[src/design/scale_weight_zero_tracker_defines.svh]
// Assertion macros shared by the block's RTL files.
// Both expect clk_i and rst_ni in the scope where they are used.
`ifndef SCALE_WEIGHT_ZERO_TRACKER_DEFINES_SVH
`define SCALE_WEIGHT_ZERO_TRACKER_DEFINES_SVH
`ifndef SYNTHESIS
`define SWZT_ASSERT(lbl, prop, msg) \
  lbl: assert property (@(posedge clk_i) disable iff (!rst_ni) (prop)) else $error(msg);
`define SWZT_ASSERT_NEXT(lbl, ante, cons, msg) \
  lbl: assert property (@(posedge clk_i) disable iff (!rst_ni) (ante) |=> (cons)) \
    else $error(msg);
`else
`define SWZT_ASSERT(lbl, prop, msg)
`define SWZT_ASSERT_NEXT(lbl, ante, cons, msg)
`endif
`endif

[src/design/swzt_pkg.sv]
package swzt_pkg;

  // Defaults for the top-level parameters
  localparam int unsigned TRACK_DEPTH_DEF = 10;
  localparam int unsigned WARMUP_DEF      = 20;

  // Configuration port
  localparam int unsigned CFG_IDX_W  = 3;
  localparam int unsigned CFG_DATA_W = 32;

  // Datapath widths
  localparam int unsigned Q8_W   = 40;        // signed Q32.8 weight
  localparam int unsigned MUL_W  = 33;        // shared multiplier operand width
  localparam int unsigned PROD_W = 2 * MUL_W;
  localparam int unsigned ZB_Q_W = 18;        // capacity / 100
  localparam int unsigned BAND_W = 25;        // zero band bound

  // Constants of the weighing rules
  localparam logic signed [23:0] ADC_LIMIT = 24'sd4000000;
  localparam logic [24:0] RECIP_100       = 25'd21474837;  // ceil(2^31 / 100)
  localparam int unsigned RECIP_SHIFT     = 31;
  localparam logic [6:0] TRACK_RANGE_MAX  = 7'd100;
  localparam int unsigned OVER_DIVS       = 9;
  localparam int unsigned UNDER_DIVS      = 20;
  localparam int unsigned QUARTER_SHIFT   = 6;   // a quarter division in Q8
  localparam int unsigned HALF_UNIT       = 128; // 0.5 in Q8

  typedef enum logic [1:0] {
    OP_SAMPLE = 2'd0,
    OP_TRACK  = 2'd1,
    OP_ZERO   = 2'd2,
    OP_NONE   = 2'd3
  } opcode_e;

  typedef enum logic [CFG_IDX_W-1:0] {
    REG_CAL_OFFSET   = 3'd0,
    REG_CAL_GAIN     = 3'd1,
    REG_DIVISION     = 3'd2,
    REG_CAPACITY     = 3'd3,
    REG_ZERO_BAND    = 3'd4,
    REG_TRACK_RANGE  = 3'd5,
    REG_SECOND_RANGE = 3'd6
  } reg_index_e;

  typedef enum logic [3:0] {
    S_IDLE,
    S_SMP_MUL,
    S_SMP_CAL,
    S_SMP_NET,
    S_SMP_RND,
    S_SMP_SAT,
    S_SMP_FLG,
    S_FILL,
    S_WRITE,
    S_LIM,
    S_SCAN,
    S_TRK_ADD,
    S_ZDIV,
    S_ZBAND,
    S_ZCMP,
    S_DONE
  } state_e;

  typedef struct packed {
    logic signed [23:0] cal_offset;
    logic signed [31:0] cal_gain;
    logic [9:0]         division;
    logic [23:0]        capacity;
    logic [6:0]         zero_band_percent;
    logic [6:0]         track_range;
    logic [23:0]        second_range;
  } cfg_t;

  localparam cfg_t CFG_RESET = '{
    cal_offset:        24'sd0,
    cal_gain:          32'sd16777216,
    division:          10'd1,
    capacity:          24'd0,
    zero_band_percent: 7'd2,
    track_range:       7'd0,
    second_range:      24'd0
  };

  typedef struct packed {
    opcode_e            opcode;
    logic signed [23:0] adc_code;
    logic               stable;
  } in_item_t;

  typedef struct packed {
    logic signed [31:0] weight;
    logic               zero_flag;
    logic               adc_over;
    logic               gross_over;
    logic               gross_under;
    logic               high_range;
    logic               ready_res;
    logic               tracked;
    logic               zero_refused;
  } result_t;

  typedef struct packed {
    logic idle;
    logic fin;
  } core_ctl_t;

  // Clamp a 41-bit sum to the signed 40-bit Q32.8 range
  function automatic logic signed [Q8_W-1:0] sat_q8(input logic signed [Q8_W:0] v);
    logic signed [Q8_W-1:0] r;
    if (v[Q8_W] != v[Q8_W-1]) begin
      r = v[Q8_W] ? {1'b1, {(Q8_W-1){1'b0}}} : {1'b0, {(Q8_W-1){1'b1}}};
    end else begin
      r = v[Q8_W-1:0];
    end
    return r;
  endfunction

endpackage

[src/design/swzt_if.sv]
// Sample/command channel
interface swzt_in_if;
  logic               valid;
  logic               ready;
  swzt_pkg::opcode_e  opcode;
  logic signed [23:0] adc_code;
  logic               stable;
  modport source(output valid, opcode, adc_code, stable, input ready);
  modport sink(input valid, opcode, adc_code, stable, output ready);
endinterface

// Result channel
interface swzt_out_if;
  logic               valid;
  logic               ready;
  logic signed [31:0] weight;
  logic               zero_flag;
  logic               adc_over;
  logic               gross_over;
  logic               gross_under;
  logic               high_range;
  logic               ready_res;
  logic               tracked;
  logic               zero_refused;
  modport source(output valid, weight, zero_flag, adc_over, gross_over, gross_under,
                 high_range, ready_res, tracked, zero_refused, input ready);
  modport sink(input valid, weight, zero_flag, adc_over, gross_over, gross_under,
               high_range, ready_res, tracked, zero_refused, output ready);
endinterface

// Register write channel
interface swzt_cfg_if;
  logic                                valid;
  logic                                ready;
  logic [swzt_pkg::CFG_IDX_W-1:0]      index;
  logic [swzt_pkg::CFG_DATA_W-1:0]     data;
  modport source(output valid, index, data, input ready);
  modport sink(input valid, index, data, output ready);
endinterface

[src/design/swzt_mul.sv]
// Shared signed multiplier with a registered product
module swzt_mul (
  input  logic                                  clk_i,
  input  logic signed [swzt_pkg::MUL_W-1:0]     a_i,
  input  logic signed [swzt_pkg::MUL_W-1:0]     b_i,
  output logic signed [swzt_pkg::PROD_W-1:0]    p_o
);

  logic signed [swzt_pkg::PROD_W-1:0] p_q;

  // Register the product every cycle
  always_ff @(posedge clk_i) begin
    p_q <= a_i * b_i;
  end

  assign p_o = p_q;

endmodule

[src/design/swzt_win.sv]
// Tracking window store: one write port, one registered read port
module swzt_win #(
  parameter int unsigned DEPTH = swzt_pkg::TRACK_DEPTH_DEF,
  localparam int unsigned AW = $clog2(DEPTH)
) (
  input  logic                                clk_i,
  input  logic                                wr_en_i,
  input  logic [AW-1:0]                       wr_addr_i,
  input  logic signed [swzt_pkg::Q8_W-1:0]    wr_data_i,
  input  logic [AW-1:0]                       rd_addr_i,
  output logic signed [swzt_pkg::Q8_W-1:0]    rd_data_o
);

  logic signed [swzt_pkg::Q8_W-1:0] mem_q [DEPTH];
  logic signed [swzt_pkg::Q8_W-1:0] rd_data_q;

  // Write one entry
  always_ff @(posedge clk_i) begin
    if (wr_en_i) begin
      mem_q[wr_addr_i] <= wr_data_i;
    end
  end

  // Read one entry a cycle
  always_ff @(posedge clk_i) begin
    rd_data_q <= mem_q[rd_addr_i];
  end

  assign rd_data_o = rd_data_q;

endmodule

[src/design/swzt_core.sv]
`include "scale_weight_zero_tracker_defines.svh"

// Sequencer and state of the weighing front end
module swzt_core #(
  parameter int unsigned TRACK_DEPTH    = swzt_pkg::TRACK_DEPTH_DEF,
  parameter int unsigned WARMUP_SAMPLES = swzt_pkg::WARMUP_DEF
) (
  input  logic                 clk_i,
  input  logic                 rst_ni,
  input  logic                 start_i,
  input  swzt_pkg::in_item_t   item_i,
  input  swzt_pkg::cfg_t       cfg_i,
  input  logic                 out_free_i,
  output swzt_pkg::core_ctl_t  ctl_o,
  output swzt_pkg::result_t    res_o
);

  localparam int unsigned QW     = swzt_pkg::Q8_W;
  localparam int unsigned MW     = swzt_pkg::MUL_W;
  localparam int unsigned PW     = $clog2(TRACK_DEPTH);
  localparam int unsigned WARM_W = (WARMUP_SAMPLES > 0) ? $clog2(WARMUP_SAMPLES + 1) : 1;
  localparam logic [PW-1:0]     LAST_IDX  = PW'(TRACK_DEPTH - 1);
  localparam logic [WARM_W-1:0] WARM_INIT = WARM_W'(WARMUP_SAMPLES);

  swzt_pkg::state_e state_q, state_d;

  // Architectural state
  logic signed [QW-1:0] zo_q, zo_d;
  logic signed [QW-1:0] net_q, net_d;
  logic [PW-1:0]        ptr_q, ptr_d;
  logic                 filled_q, filled_d;
  logic [WARM_W-1:0]    warm_q, warm_d;
  swzt_pkg::result_t    res_q, res_d;

  // Working registers
  logic signed [23:0]   code_q, code_d;
  logic signed [24:0]   diff_q, diff_d;
  logic                 stable_q, stable_d;
  logic signed [QW:0]   acc_q, acc_d;
  logic [24:0]          lim_hi_q, lim_hi_d;
  logic [14:0]          lim_lo_q, lim_lo_d;
  logic [24:0]          lim10_q, lim10_d;
  logic                 ok_q, ok_d;
  logic [PW-1:0]        idx_q, idx_d;

  // Shared multiplier and window store
  logic signed [MW-1:0]                mul_a, mul_b;
  logic signed [swzt_pkg::PROD_W-1:0]  prod;
  logic                                wr_en;
  logic [PW-1:0]                       wr_addr, rd_addr;
  logic signed [QW-1:0]                rd_data;

  swzt_mul u_mul (
    .clk_i (clk_i),
    .a_i   (mul_a),
    .b_i   (mul_b),
    .p_o   (prod)
  );

  swzt_win #(
    .DEPTH (TRACK_DEPTH)
  ) u_win (
    .clk_i     (clk_i),
    .wr_en_i   (wr_en),
    .wr_addr_i (wr_addr),
    .wr_data_i (net_q),
    .rd_addr_i (rd_addr),
    .rd_data_o (rd_data)
  );

  // Calibrated value: round the Q.24 product to Q8
  logic [56:0]          cal_sum;
  logic signed [QW:0]   net_diff;
  logic signed [QW:0]   zo_sum;
  assign cal_sum  = prod[56:0] + 57'd32768;
  assign net_diff = acc_q - {zo_q[QW-1], zo_q};
  assign zo_sum   = {zo_q[QW-1], zo_q} + {net_q[QW-1], net_q};

  // Quarter-division zero band
  logic signed [QW:0] lim64_s, net_ext;
  logic               zero_in;
  assign lim64_s = {{(QW-15){1'b0}}, cfg_i.division, {swzt_pkg::QUARTER_SHIFT{1'b0}}};
  assign net_ext = {net_q[QW-1], net_q};
  assign zero_in = (net_ext > -lim64_s) && (net_ext < lim64_s);

  // Round half up towards zero, saturate to 32 bits
  logic signed [32:0] rnd_u;
  logic signed [31:0] rnd_w;
  logic               rnd_corr;
  assign rnd_corr = acc_q[QW] && (acc_q[7:0] != 8'd0);
  assign rnd_u    = acc_q[QW:8] + {32'd0, rnd_corr};
  assign rnd_w    = (rnd_u[32] != rnd_u[31]) ?
                    (rnd_u[32] ? 32'sh8000_0000 : 32'sh7FFF_FFFF) : rnd_u[31:0];

  // Weight compares
  logic signed [32:0] w_ext, lim_hi_s, lim_lo_neg, sr_s, band_s;
  assign w_ext      = {res_q.weight[31], res_q.weight};
  assign lim_hi_s   = {8'd0, lim_hi_q};
  assign lim_lo_neg = 33'sd0 - {18'd0, lim_lo_q};
  assign sr_s       = {9'd0, cfg_i.second_range};
  assign band_s     = {8'd0, prod[swzt_pkg::BAND_W-1:0]};

  // Window entry times ten against the tracking limit
  logic signed [43:0] e_ext, e10, lim10_s;
  logic               in_band;
  assign e_ext   = {{4{rd_data[QW-1]}}, rd_data};
  assign e10     = (e_ext <<< 3) + (e_ext <<< 1);
  assign lim10_s = {19'd0, lim10_q};
  assign in_band = (e10 < lim10_s) && (e10 > -lim10_s);

  logic track_off;
  assign track_off = (cfg_i.track_range == 7'd0) ||
                     (cfg_i.track_range >= swzt_pkg::TRACK_RANGE_MAX);

  logic zero_ok;
  assign zero_ok = stable_q && ((cfg_i.capacity == 24'd0) || (w_ext < band_s));

  // Next state and datapath control
  always_comb begin
    state_d  = state_q;
    zo_d     = zo_q;
    net_d    = net_q;
    ptr_d    = ptr_q;
    filled_d = filled_q;
    warm_d   = warm_q;
    res_d    = res_q;
    code_d   = code_q;
    diff_d   = diff_q;
    stable_d = stable_q;
    acc_d    = acc_q;
    lim_hi_d = lim_hi_q;
    lim_lo_d = lim_lo_q;
    lim10_d  = lim10_q;
    ok_d     = ok_q;
    idx_d    = idx_q;
    mul_a    = '0;
    mul_b    = '0;
    wr_en    = 1'b0;
    wr_addr  = idx_q;
    rd_addr  = '0;
    ctl_o    = '0;

    unique case (state_q)
      swzt_pkg::S_IDLE: begin
        ctl_o.idle = 1'b1;
        if (start_i) begin
          code_d   = item_i.adc_code;
          stable_d = item_i.stable;
          diff_d   = {item_i.adc_code[23], item_i.adc_code} -
                     {cfg_i.cal_offset[23], cfg_i.cal_offset};
          idx_d    = '0;
          unique case (item_i.opcode)
            swzt_pkg::OP_SAMPLE: state_d = swzt_pkg::S_SMP_MUL;
            swzt_pkg::OP_TRACK: begin
              if (track_off) begin
                res_d.tracked = 1'b0;
                state_d       = swzt_pkg::S_DONE;
              end else begin
                state_d = filled_q ? swzt_pkg::S_WRITE : swzt_pkg::S_FILL;
              end
            end
            swzt_pkg::OP_ZERO: state_d = swzt_pkg::S_ZDIV;
            default: state_d = swzt_pkg::S_DONE;
          endcase
        end
      end

      // Sample: (code - offset) * gain, warm-up count, converter range
      swzt_pkg::S_SMP_MUL: begin
        mul_a = {{(MW-25){diff_q[24]}}, diff_q};
        mul_b = {cfg_i.cal_gain[31], cfg_i.cal_gain};
        if (warm_q != '0) begin
          warm_d = warm_q - WARM_W'(1);
        end else begin
          res_d.ready_res = 1'b1;
        end
        res_d.adc_over = (code_q > swzt_pkg::ADC_LIMIT) || (code_q < -swzt_pkg::ADC_LIMIT);
        state_d = swzt_pkg::S_SMP_CAL;
      end

      swzt_pkg::S_SMP_CAL: begin
        acc_d   = {cal_sum[55], cal_sum[55:16]};
        mul_a   = MW'(cfg_i.division);
        mul_b   = MW'(swzt_pkg::OVER_DIVS);
        state_d = swzt_pkg::S_SMP_NET;
      end

      swzt_pkg::S_SMP_NET: begin
        net_d    = swzt_pkg::sat_q8(net_diff);
        lim_hi_d = {1'b0, cfg_i.capacity} + {11'd0, prod[13:0]};
        mul_a    = MW'(cfg_i.division);
        mul_b    = MW'(swzt_pkg::UNDER_DIVS);
        state_d  = swzt_pkg::S_SMP_RND;
      end

      swzt_pkg::S_SMP_RND: begin
        lim_lo_d        = prod[14:0];
        res_d.zero_flag = stable_q && zero_in;
        acc_d           = net_ext + (QW+1)'(swzt_pkg::HALF_UNIT);
        state_d         = swzt_pkg::S_SMP_SAT;
      end

      swzt_pkg::S_SMP_SAT: begin
        res_d.weight = rnd_w;
        state_d      = swzt_pkg::S_SMP_FLG;
      end

      swzt_pkg::S_SMP_FLG: begin
        res_d.gross_over  = w_ext > lim_hi_s;
        res_d.gross_under = w_ext < lim_lo_neg;
        res_d.high_range  = (cfg_i.second_range != 24'd0) && (w_ext > sr_s);
        state_d           = swzt_pkg::S_DONE;
      end

      // Tick: fill the whole window on first use
      swzt_pkg::S_FILL: begin
        wr_en   = 1'b1;
        wr_addr = idx_q;
        if (idx_q == LAST_IDX) begin
          filled_d = 1'b1;
          state_d  = swzt_pkg::S_WRITE;
        end else begin
          idx_d = idx_q + PW'(1);
        end
      end

      // Tick: push the net weight, start the limit product
      swzt_pkg::S_WRITE: begin
        wr_en   = 1'b1;
        wr_addr = ptr_q;
        ptr_d   = (ptr_q == LAST_IDX) ? '0 : ptr_q + PW'(1);
        mul_a   = MW'(cfg_i.track_range);
        mul_b   = MW'(cfg_i.division);
        state_d = swzt_pkg::S_LIM;
      end

      swzt_pkg::S_LIM: begin
        lim10_d = {prod[16:0], 8'd0};
        rd_addr = '0;
        idx_d   = '0;
        ok_d    = 1'b1;
        state_d = swzt_pkg::S_SCAN;
      end

      // Walk the window, one entry a cycle
      swzt_pkg::S_SCAN: begin
        ok_d    = ok_q && in_band;
        rd_addr = (idx_q == LAST_IDX) ? '0 : idx_q + PW'(1);
        if (idx_q == LAST_IDX) begin
          state_d = swzt_pkg::S_TRK_ADD;
        end else begin
          idx_d = idx_q + PW'(1);
        end
      end

      swzt_pkg::S_TRK_ADD: begin
        if (ok_q && stable_q) begin
          zo_d = swzt_pkg::sat_q8(zo_sum);
        end
        res_d.tracked = ok_q && stable_q;
        state_d       = swzt_pkg::S_DONE;
      end

      // Zero request: band = (capacity / 100) * percent
      swzt_pkg::S_ZDIV: begin
        mul_a   = MW'(cfg_i.capacity);
        mul_b   = MW'(swzt_pkg::RECIP_100);
        state_d = swzt_pkg::S_ZBAND;
      end

      swzt_pkg::S_ZBAND: begin
        mul_a   = MW'(prod[swzt_pkg::RECIP_SHIFT +: swzt_pkg::ZB_Q_W]);
        mul_b   = MW'(cfg_i.zero_band_percent);
        state_d = swzt_pkg::S_ZCMP;
      end

      swzt_pkg::S_ZCMP: begin
        if (zero_ok) begin
          zo_d = swzt_pkg::sat_q8(zo_sum);
        end
        res_d.zero_refused = !zero_ok;
        state_d            = swzt_pkg::S_DONE;
      end

      // Hand the result over once the output slot is free
      swzt_pkg::S_DONE: begin
        if (out_free_i) begin
          ctl_o.fin = 1'b1;
          state_d   = swzt_pkg::S_IDLE;
        end
      end

      default: state_d = swzt_pkg::S_IDLE;
    endcase
  end

  // Sequencer and architectural state
  always_ff @(posedge clk_i or negedge rst_ni) begin
    if (!rst_ni) begin
      state_q  <= swzt_pkg::S_IDLE;
      zo_q     <= '0;
      net_q    <= '0;
      ptr_q    <= '0;
      filled_q <= 1'b0;
      warm_q   <= WARM_INIT;
      res_q    <= '0;
    end else begin
      state_q  <= state_d;
      zo_q     <= zo_d;
      net_q    <= net_d;
      ptr_q    <= ptr_d;
      filled_q <= filled_d;
      warm_q   <= warm_d;
      res_q    <= res_d;
    end
  end

  // Working registers
  always_ff @(posedge clk_i) begin
    code_q   <= code_d;
    diff_q   <= diff_d;
    stable_q <= stable_d;
    acc_q    <= acc_d;
    lim_hi_q <= lim_hi_d;
    lim_lo_q <= lim_lo_d;
    lim10_q  <= lim10_d;
    ok_q     <= ok_d;
    idx_q    <= idx_d;
  end

  assign res_o = res_q;

  `SWZT_ASSERT(a_fill_once, state_q == swzt_pkg::S_FILL |-> !filled_q, "window refilled")
  `SWZT_ASSERT(a_ready_after_warmup, res_q.ready_res |-> (warm_q == '0), "ready before warm-up")
  `SWZT_ASSERT_NEXT(a_offset_hold, !(state_q == swzt_pkg::S_TRK_ADD || state_q == swzt_pkg::S_ZCMP), $stable(zo_q), "zero offset moved outside tick or request")

endmodule

[src/design/scale_weight_zero_tracker.sv]
// Load-cell front end: calibrates converter samples to net weight, tracks and sets
// zero, and reports weight with status flags, one result beat per command beat.
// Commands are taken one at a time. The first enabled zero tracking tick also
// fills the window; a disabled tick or an unused opcode goes straight to the
// result. The sequencer steps one shared multiplier through calibration, limits
// and the zero band, and walks the window store's single read port one entry per
// cycle. A result waiting on the output does not hold off the next command; a
// command finishing while it still waits stalls in place.
// No clearing pass after reset. Registers may be written whenever the block is idle.
`include "scale_weight_zero_tracker_defines.svh"

module scale_weight_zero_tracker #(
  parameter int unsigned TRACK_DEPTH    = swzt_pkg::TRACK_DEPTH_DEF,
  parameter int unsigned WARMUP_SAMPLES = swzt_pkg::WARMUP_DEF
) (
  input  logic       clk_i,
  input  logic       rst_ni,
  swzt_in_if.sink    in_if,
  swzt_out_if.source out_if,
  swzt_cfg_if.sink   cfg_if
);

  swzt_pkg::cfg_t      cfg_q, cfg_d;
  swzt_pkg::in_item_t  item;
  swzt_pkg::core_ctl_t ctl;
  swzt_pkg::result_t   res, out_q;
  logic                out_valid_q;
  logic                out_free;

  // Decode register writes
  assign cfg_if.ready = 1'b1;

  always_comb begin
    cfg_d = cfg_q;
    if (cfg_if.valid && cfg_if.ready) begin
      unique case (cfg_if.index)
        swzt_pkg::REG_CAL_OFFSET:   cfg_d.cal_offset        = cfg_if.data[23:0];
        swzt_pkg::REG_CAL_GAIN:     cfg_d.cal_gain          = cfg_if.data[31:0];
        swzt_pkg::REG_DIVISION:     cfg_d.division          = cfg_if.data[9:0];
        swzt_pkg::REG_CAPACITY:     cfg_d.capacity          = cfg_if.data[23:0];
        swzt_pkg::REG_ZERO_BAND:    cfg_d.zero_band_percent = cfg_if.data[6:0];
        swzt_pkg::REG_TRACK_RANGE:  cfg_d.track_range       = cfg_if.data[6:0];
        swzt_pkg::REG_SECOND_RANGE: cfg_d.second_range      = cfg_if.data[23:0];
        default: cfg_d = cfg_q;
      endcase
    end
  end

  always_ff @(posedge clk_i or negedge rst_ni) begin
    if (!rst_ni) begin
      cfg_q <= swzt_pkg::CFG_RESET;
    end else begin
      cfg_q <= cfg_d;
    end
  end

  // Command beat into the sequencer
  assign item.opcode   = in_if.opcode;
  assign item.adc_code = in_if.adc_code;
  assign item.stable   = in_if.stable;
  assign in_if.ready   = ctl.idle;
  assign out_free      = !out_valid_q || out_if.ready;

  swzt_core #(
    .TRACK_DEPTH    (TRACK_DEPTH),
    .WARMUP_SAMPLES (WARMUP_SAMPLES)
  ) u_core (
    .clk_i      (clk_i),
    .rst_ni     (rst_ni),
    .start_i    (in_if.valid && in_if.ready),
    .item_i     (item),
    .cfg_i      (cfg_q),
    .out_free_i (out_free),
    .ctl_o      (ctl),
    .res_o      (res)
  );

  // Hold the result beat until taken
  always_ff @(posedge clk_i or negedge rst_ni) begin
    if (!rst_ni) begin
      out_valid_q <= 1'b0;
    end else if (ctl.fin) begin
      out_valid_q <= 1'b1;
    end else if (out_if.ready) begin
      out_valid_q <= 1'b0;
    end
  end

  always_ff @(posedge clk_i) begin
    if (ctl.fin) begin
      out_q <= res;
    end
  end

  assign out_if.valid        = out_valid_q;
  assign out_if.weight       = out_q.weight;
  assign out_if.zero_flag    = out_q.zero_flag;
  assign out_if.adc_over     = out_q.adc_over;
  assign out_if.gross_over   = out_q.gross_over;
  assign out_if.gross_under  = out_q.gross_under;
  assign out_if.high_range   = out_q.high_range;
  assign out_if.ready_res    = out_q.ready_res;
  assign out_if.tracked      = out_q.tracked;
  assign out_if.zero_refused = out_q.zero_refused;

  `SWZT_ASSERT_NEXT(a_busy_after_accept, in_if.valid && in_if.ready, !in_if.ready, "command taken while busy")

endmodule
[src/flat_wrapper.sv]
// flat-port wrapper written by rule: the top's interface ports become plain ports
module scale_weight_zero_tracker_flat 
#(
  parameter int unsigned TRACK_DEPTH    = swzt_pkg::TRACK_DEPTH_DEF,
  parameter int unsigned WARMUP_SAMPLES = swzt_pkg::WARMUP_DEF
)
  (clk_i, rst_ni, in_if_valid, in_if_opcode, in_if_adc_code, in_if_stable, in_if_ready, out_if_valid, out_if_weight, out_if_zero_flag, out_if_adc_over, out_if_gross_over, out_if_gross_under, out_if_high_range, out_if_ready_res, out_if_tracked, out_if_zero_refused, out_if_ready, cfg_if_valid, cfg_if_index, cfg_if_data, cfg_if_ready);
  swzt_in_if in_if_i ();
  swzt_out_if out_if_i ();
  swzt_cfg_if cfg_if_i ();
  input  logic clk_i;
  input  logic rst_ni;
  input wire logic [$bits(in_if_i.valid)-1:0] in_if_valid;
  input wire logic [$bits(in_if_i.opcode)-1:0] in_if_opcode;
  input wire logic [$bits(in_if_i.adc_code)-1:0] in_if_adc_code;
  input wire logic [$bits(in_if_i.stable)-1:0] in_if_stable;
  output wire logic [$bits(in_if_i.ready)-1:0] in_if_ready;
  output wire logic [$bits(out_if_i.valid)-1:0] out_if_valid;
  output wire logic [$bits(out_if_i.weight)-1:0] out_if_weight;
  output wire logic [$bits(out_if_i.zero_flag)-1:0] out_if_zero_flag;
  output wire logic [$bits(out_if_i.adc_over)-1:0] out_if_adc_over;
  output wire logic [$bits(out_if_i.gross_over)-1:0] out_if_gross_over;
  output wire logic [$bits(out_if_i.gross_under)-1:0] out_if_gross_under;
  output wire logic [$bits(out_if_i.high_range)-1:0] out_if_high_range;
  output wire logic [$bits(out_if_i.ready_res)-1:0] out_if_ready_res;
  output wire logic [$bits(out_if_i.tracked)-1:0] out_if_tracked;
  output wire logic [$bits(out_if_i.zero_refused)-1:0] out_if_zero_refused;
  input wire logic [$bits(out_if_i.ready)-1:0] out_if_ready;
  input wire logic [$bits(cfg_if_i.valid)-1:0] cfg_if_valid;
  input wire logic [$bits(cfg_if_i.index)-1:0] cfg_if_index;
  input wire logic [$bits(cfg_if_i.data)-1:0] cfg_if_data;
  output wire logic [$bits(cfg_if_i.ready)-1:0] cfg_if_ready;
  assign in_if_i.valid = in_if_valid;
  assign in_if_i.opcode = in_if_opcode;
  assign in_if_i.adc_code = in_if_adc_code;
  assign in_if_i.stable = in_if_stable;
  assign in_if_ready = in_if_i.ready;
  assign out_if_valid = out_if_i.valid;
  assign out_if_weight = out_if_i.weight;
  assign out_if_zero_flag = out_if_i.zero_flag;
  assign out_if_adc_over = out_if_i.adc_over;
  assign out_if_gross_over = out_if_i.gross_over;
  assign out_if_gross_under = out_if_i.gross_under;
  assign out_if_high_range = out_if_i.high_range;
  assign out_if_ready_res = out_if_i.ready_res;
  assign out_if_tracked = out_if_i.tracked;
  assign out_if_zero_refused = out_if_i.zero_refused;
  assign out_if_i.ready = out_if_ready;
  assign cfg_if_i.valid = cfg_if_valid;
  assign cfg_if_i.index = cfg_if_index;
  assign cfg_if_i.data = cfg_if_data;
  assign cfg_if_ready = cfg_if_i.ready;
  scale_weight_zero_tracker #(.TRACK_DEPTH(TRACK_DEPTH), .WARMUP_SAMPLES(WARMUP_SAMPLES)) u_core (.clk_i(clk_i), .rst_ni(rst_ni), .in_if(in_if_i), .out_if(out_if_i), .cfg_if(cfg_if_i));
endmodule
[config.mk]
export PLATFORM = sky130hd
export DESIGN_NAME = scale_weight_zero_tracker_flat
export DESIGN_NICKNAME = d
export VERILOG_FILES = /design/src/design/swzt_pkg.sv /design/src/design/swzt_if.sv /design/src/design/swzt_mul.sv /design/src/design/swzt_win.sv /design/src/design/swzt_core.sv /design/src/design/scale_weight_zero_tracker.sv /design/src/flat_wrapper.sv
export VERILOG_INCLUDE_DIRS = /design/src /design/src/design
export SDC_FILE = /design/constraint.sdc
export NUM_CORES = 2
export LEC_CHECK = 0
export BUFFER_PORTS_ARGS = -buffer_cell sky130_fd_sc_hd__buf_2
export CAP_MARGIN = 20
export CELL_PAD_IN_SITES_DETAIL_PLACEMENT = 1
export CELL_PAD_IN_SITES_GLOBAL_PLACEMENT = 1
export CORE_ASPECT_RATIO = 0.75
export CORE_MARGIN = 10
export CORE_UTILIZATION = 35
export CTS_BUF_LIST = sky130_fd_sc_hd__clkbuf_4
export CTS_CLUSTER_DIAMETER = 30
export DETAILED_ROUTE_END_ITERATION = 10
export PLACE_DENSITY_LB_ADDON = 0.1
export SYNTH_ARGS = -nofsm -noshare
export SYNTH_HDL_FRONTEND = slang
export SYNTH_SLANG_ARGS = --single-unit
[constraint.sdc]
create_clock -name clk_i -period 15.7 [get_ports clk_i]
set_clock_uncertainty 0.2 [all_clocks]
set_input_delay 0.785 -clock clk_i [delete_from_list [all_inputs] [get_ports clk_i]]
set_output_delay 0.785 -clock clk_i [all_outputs]
set_load 0.05 [all_outputs]
==> impl_metrics.csv <==
group,metric,value,unit
outcome,outcome,"complete, no violations",
clocking,post_cts_resized,0,
power_and_ir_drop,internal-power,7.32,mW
timing,tns,0,ns
setup_path,critPathArrivalTime,12.70,ns
synthesis,netlist_area,0.0801,sq mm
setup_path,cp-start-kind,"register",
synthesis,ys_ff_latch,952,
power_and_ir_drop,pwr-share-seq,28.7,%
synthesis,synthTopCellsByArea,"edfxtp_1 (22%), fa_1 (22%), ha_1 (8.9%), dfrtp_1 (8.1%), inv_1 (5.2%)",
grt,grt_pass1_wl,446000,um
timing,fin_crit_sh,75.2,%
synthesis,syn-num-nets,9497,
finish,final_nets,9811,
synthesis,ys_seq_area_share,32.9,%
power_and_ir_drop,p_clk_share,18.1,%
power_and_ir_drop,p_total,14.2,mW
synthesis,ys_async_sr_fraction,27.6,%
worst_hold_path,hp-class,"in2reg",
placed_design,place.port_buffers,108,
finish,drive_above_1_share,11.1,%
floorplan,ioPinCount,110,
clocking,clock_path_buffers,4,
grt,grt_usage,24.1,%
timing,drv_slew,0,
setup_path,r2r_start,"u_core.u_core.state_q[0]",
drt,met1_length,149000,um
synthesis,synthCells,7981,
clocking,cts_sinks,952,
timing,rsz0062_at_grt,"false",
floorplan,fp.coreArea,0.227,sq mm
finish,fin_cells,11500,
timing,timing_hold_violations_final,0,
grt,grt_pass1_vias,65400,
power_and_ir_drop,power.switching,6.89,mW
drt,first_pass_iters,5,
floorplan,die_area,0.249,sq mm
timing,fmax,84.7,MHz
drt,wirelength,303000,um
synthesis,synth_top_area_cell,"edfxtp_1",
drt,drt_iter0_markers,4803,
floorplan,die_w,572,um
synthesis,synth-main-ff-cell,"edfxtp_1",
setup_path,cpMaxStageDelayCell,"buf_4",
clocking,clockRootBuffer,"clkbuf_4",
grt,grt_max_degree,151,
timing,hold_slack,0.155,ns
setup_path,cp.required,16.59,ns
setup_path,crit_path_end_kind,"register",
timing,period_minus_slack,11.81,ns
clocking,cts_buffers,290,
grt,grt_overflow_total,0,
setup_path,crit_start,"u_core.u_core.state_q[0]",
synthesis,yosys.area.top_type_share,22.2,%
placed_design,place_hpwl,227000,um
floorplan,initial_utilization,35.3,%
drt,met3WireLength,19700,um
timing,max-slew-margin-rel,22.6,%
drt,top_layer,"met5",
power_and_ir_drop,pwr-share-comb,53.2,%
power_and_ir_drop,ir_worst_vdd,0.000129,V
synthesis,yosys_warnings,0,
clocking,clk_latency,1.18,ns
synthesis,yosysMostFrequentCell,"inv_1",
placed_design,gp_congestion,0.881,
drt,drc_errors,0,
drt,antenna_left,0,
clocking,cts_tree,"done",
setup_path,r2r_slack,3.89,ns
drt,post_drt_wl_per_cell,26.3,um
clocking,clkTransAtPathRegs,0.08,ns
synthesis,netlist_top_cells_count,"inv_1 (1115), nand2_1 (1067), fa_1 (882)",
power_and_ir_drop,cellPowerDensity,159,mW/mm^2
floorplan,die_h,434,um
timing,tightest_slew,1.16,ns
drt,vias,62200,
finish,area_growth,11.5,%
power_and_ir_drop,power_leakage,39.3,nW
clocking,ctsHtreeMaxLevel,5,
drt,wl_met2,128000,um
floorplan,rows,151,
flow_run,drv_cap,0,
timing,setup_viol,0,
setup_path,crit_fanout,73,
power_and_ir_drop,p_sw_share,48.5,%
synthesis,yosysUniqueCellTypes,104,
setup_path,criticalPathCategory,"reg2reg",
grt,grt_antenna_before_repair,46,
setup_path,worst_path_most_repeated_cell,"fa_1",
placed_design,dp_cells,10900,
drt,viasPerCell,5.40,
worst_hold_path,hp-start,"cfg_if_index[1]",
synthesis,synth_edf_count,593,
setup_path,cp_slowest_stage_delay,0.74,ns
synthesis,syn_area_per_cell,10.0,sq um
==> critical path, delay by kind of cell, from the launching register on <==
family	cells	cell delay [ns]
buffers and inverters	8	1.85
AO/OA/AOI/OAI	10	3.65
AND/OR/NAND/NOR	3	0.59
XOR/XNOR	1	0.14
adder cells (fa/ha/maj)	9	4.48
flip-flops	1	0.70
==> state kept, by name, summed over array words and instances (netlist names), 4 cells and up <==
name / count
u_core.u_core.res_o: 40
u_core.out_if.weight: 32
u_core.u_core.code_q: 24
u_core.u_core.u_win.rd_data_o: 40
u_core.u_core.lim_hi_q: 25
u_core.u_core.state_q: 4
u_core.cfg_q: 128
u_core.u_core.zo_q: 40
u_core.u_core.diff_q: 25
u_core.u_core.ptr_q: 4
u_core.u_core.idx_q: 4
u_core.u_core.warm_q: 5
u_core.u_core.lim_lo_q: 15
u_core.u_core.u_mul.p_o: 56
u_core.u_core.net_q: 40
u_core.u_core.lim10_q: 17
u_core.u_core.acc_q: 41
u_core.u_core.u_win.mem_q: 400
==> per-stage QoR <==
step | instance area [sq um] | utilization [%] | worst slack, ns
2_1_floorplan | 80100 | - | 5.80
3_3_place_gp | 84600 | 37.3 | 4.30
3_5_place_dp | 84700 | 37.3 | 4.04
4_1_cts | 89200 | 39.3 | 3.96
5_1_grt | 89300 | 39.4 | 3.31
6_report | 89300 | 39.4 | 3.89
==> kinds of logic after synthesis <==
group	Yosys count	share of synthesized area [%]
buffers and inverters	1446	6.86
multiplexers	100	1.41
other	1	0.00468
adder cells (fa/ha/maj)	1451	30.9
flip-flops	952	32.9
XOR/XNOR	347	3.80
AND/OR/NAND/NOR	2335	13.0
AO/OA/AOI/OAI	1349	11.1
==> placed cells by master (no fill, tap or decap), types with 258 or more instances in the layout <==
master / instances
inv_1: 1114
nand2_1: 1066
fa_1: 882
edfxtp_1: 593
ha_1: 567
nor2_1: 496
clkbuf_4: 420
a21oi_1: 363
o21ai_0: 264
dfrtp_1: 258
==> final cells by class <==
| class | count | area [sq um] |
|---|---|---|
| fill | 25600 | 137000 |
| multi-input combinational | 5583 | 48600 |
| sequential | 952 | 26300 |
| inverter | 1117 | 4190 |
| tap | 2983 | 3730 |
| clock buffer | 419 | 3150 |
| timing repair buffer | 351 | 2690 |
| clock inverter | 101 | 643 |
| antenna | 12 | 30.0 |
==> power by group through the flow <==
| stage | Combinational, mW | Sequential, mW | Clock, mW |
|---|---|---|---|
| floorplan | 4.83 | 3.84 | 0 |
| global placement | 7.29 | 4.13 | 0 |
| detailed placement | 7.45 | 4.13 | 0 |
| CTS | 7.52 | 4.09 | 2.65 |
| global route | 8.37 | 4.12 | 2.80 |
| finish | 7.56 | 4.08 | 2.57 |
==> worst paths after layout <==
kind,endpoint,cells past startpoint
worst min register to register,u_core.out_if.gross_under,0
worst max register to register,u_core.u_core.u_mul.p_o[52],31
worst max-delay path,u_core.u_core.u_mul.p_o[52],31
min in group asynchronous,u_core.u_core.net_q[21],3
max in group asynchronous,u_core.u_core.ptr_q[0],4
worst min-delay path,u_core.cfg_q[66],5
==> repair_timing <==
| item | in CTS | in global routing |
|---|---|---|
| endpoints found under the hold margin | 243 | 0 |
| buffers inserted | 0 | 0 |
| hold buffers | 74 | 0 |
==> metal layers <==
metal | vias up | GRT usage (%)
met5 | - | 0
met4 | 6 | 5.13
met3 | 333 | 3.90
met2 | 1792 | 35.3
met1 | 32500 | 37.1
li1 | 27500 | -
(Power assumes the default switching activity.)
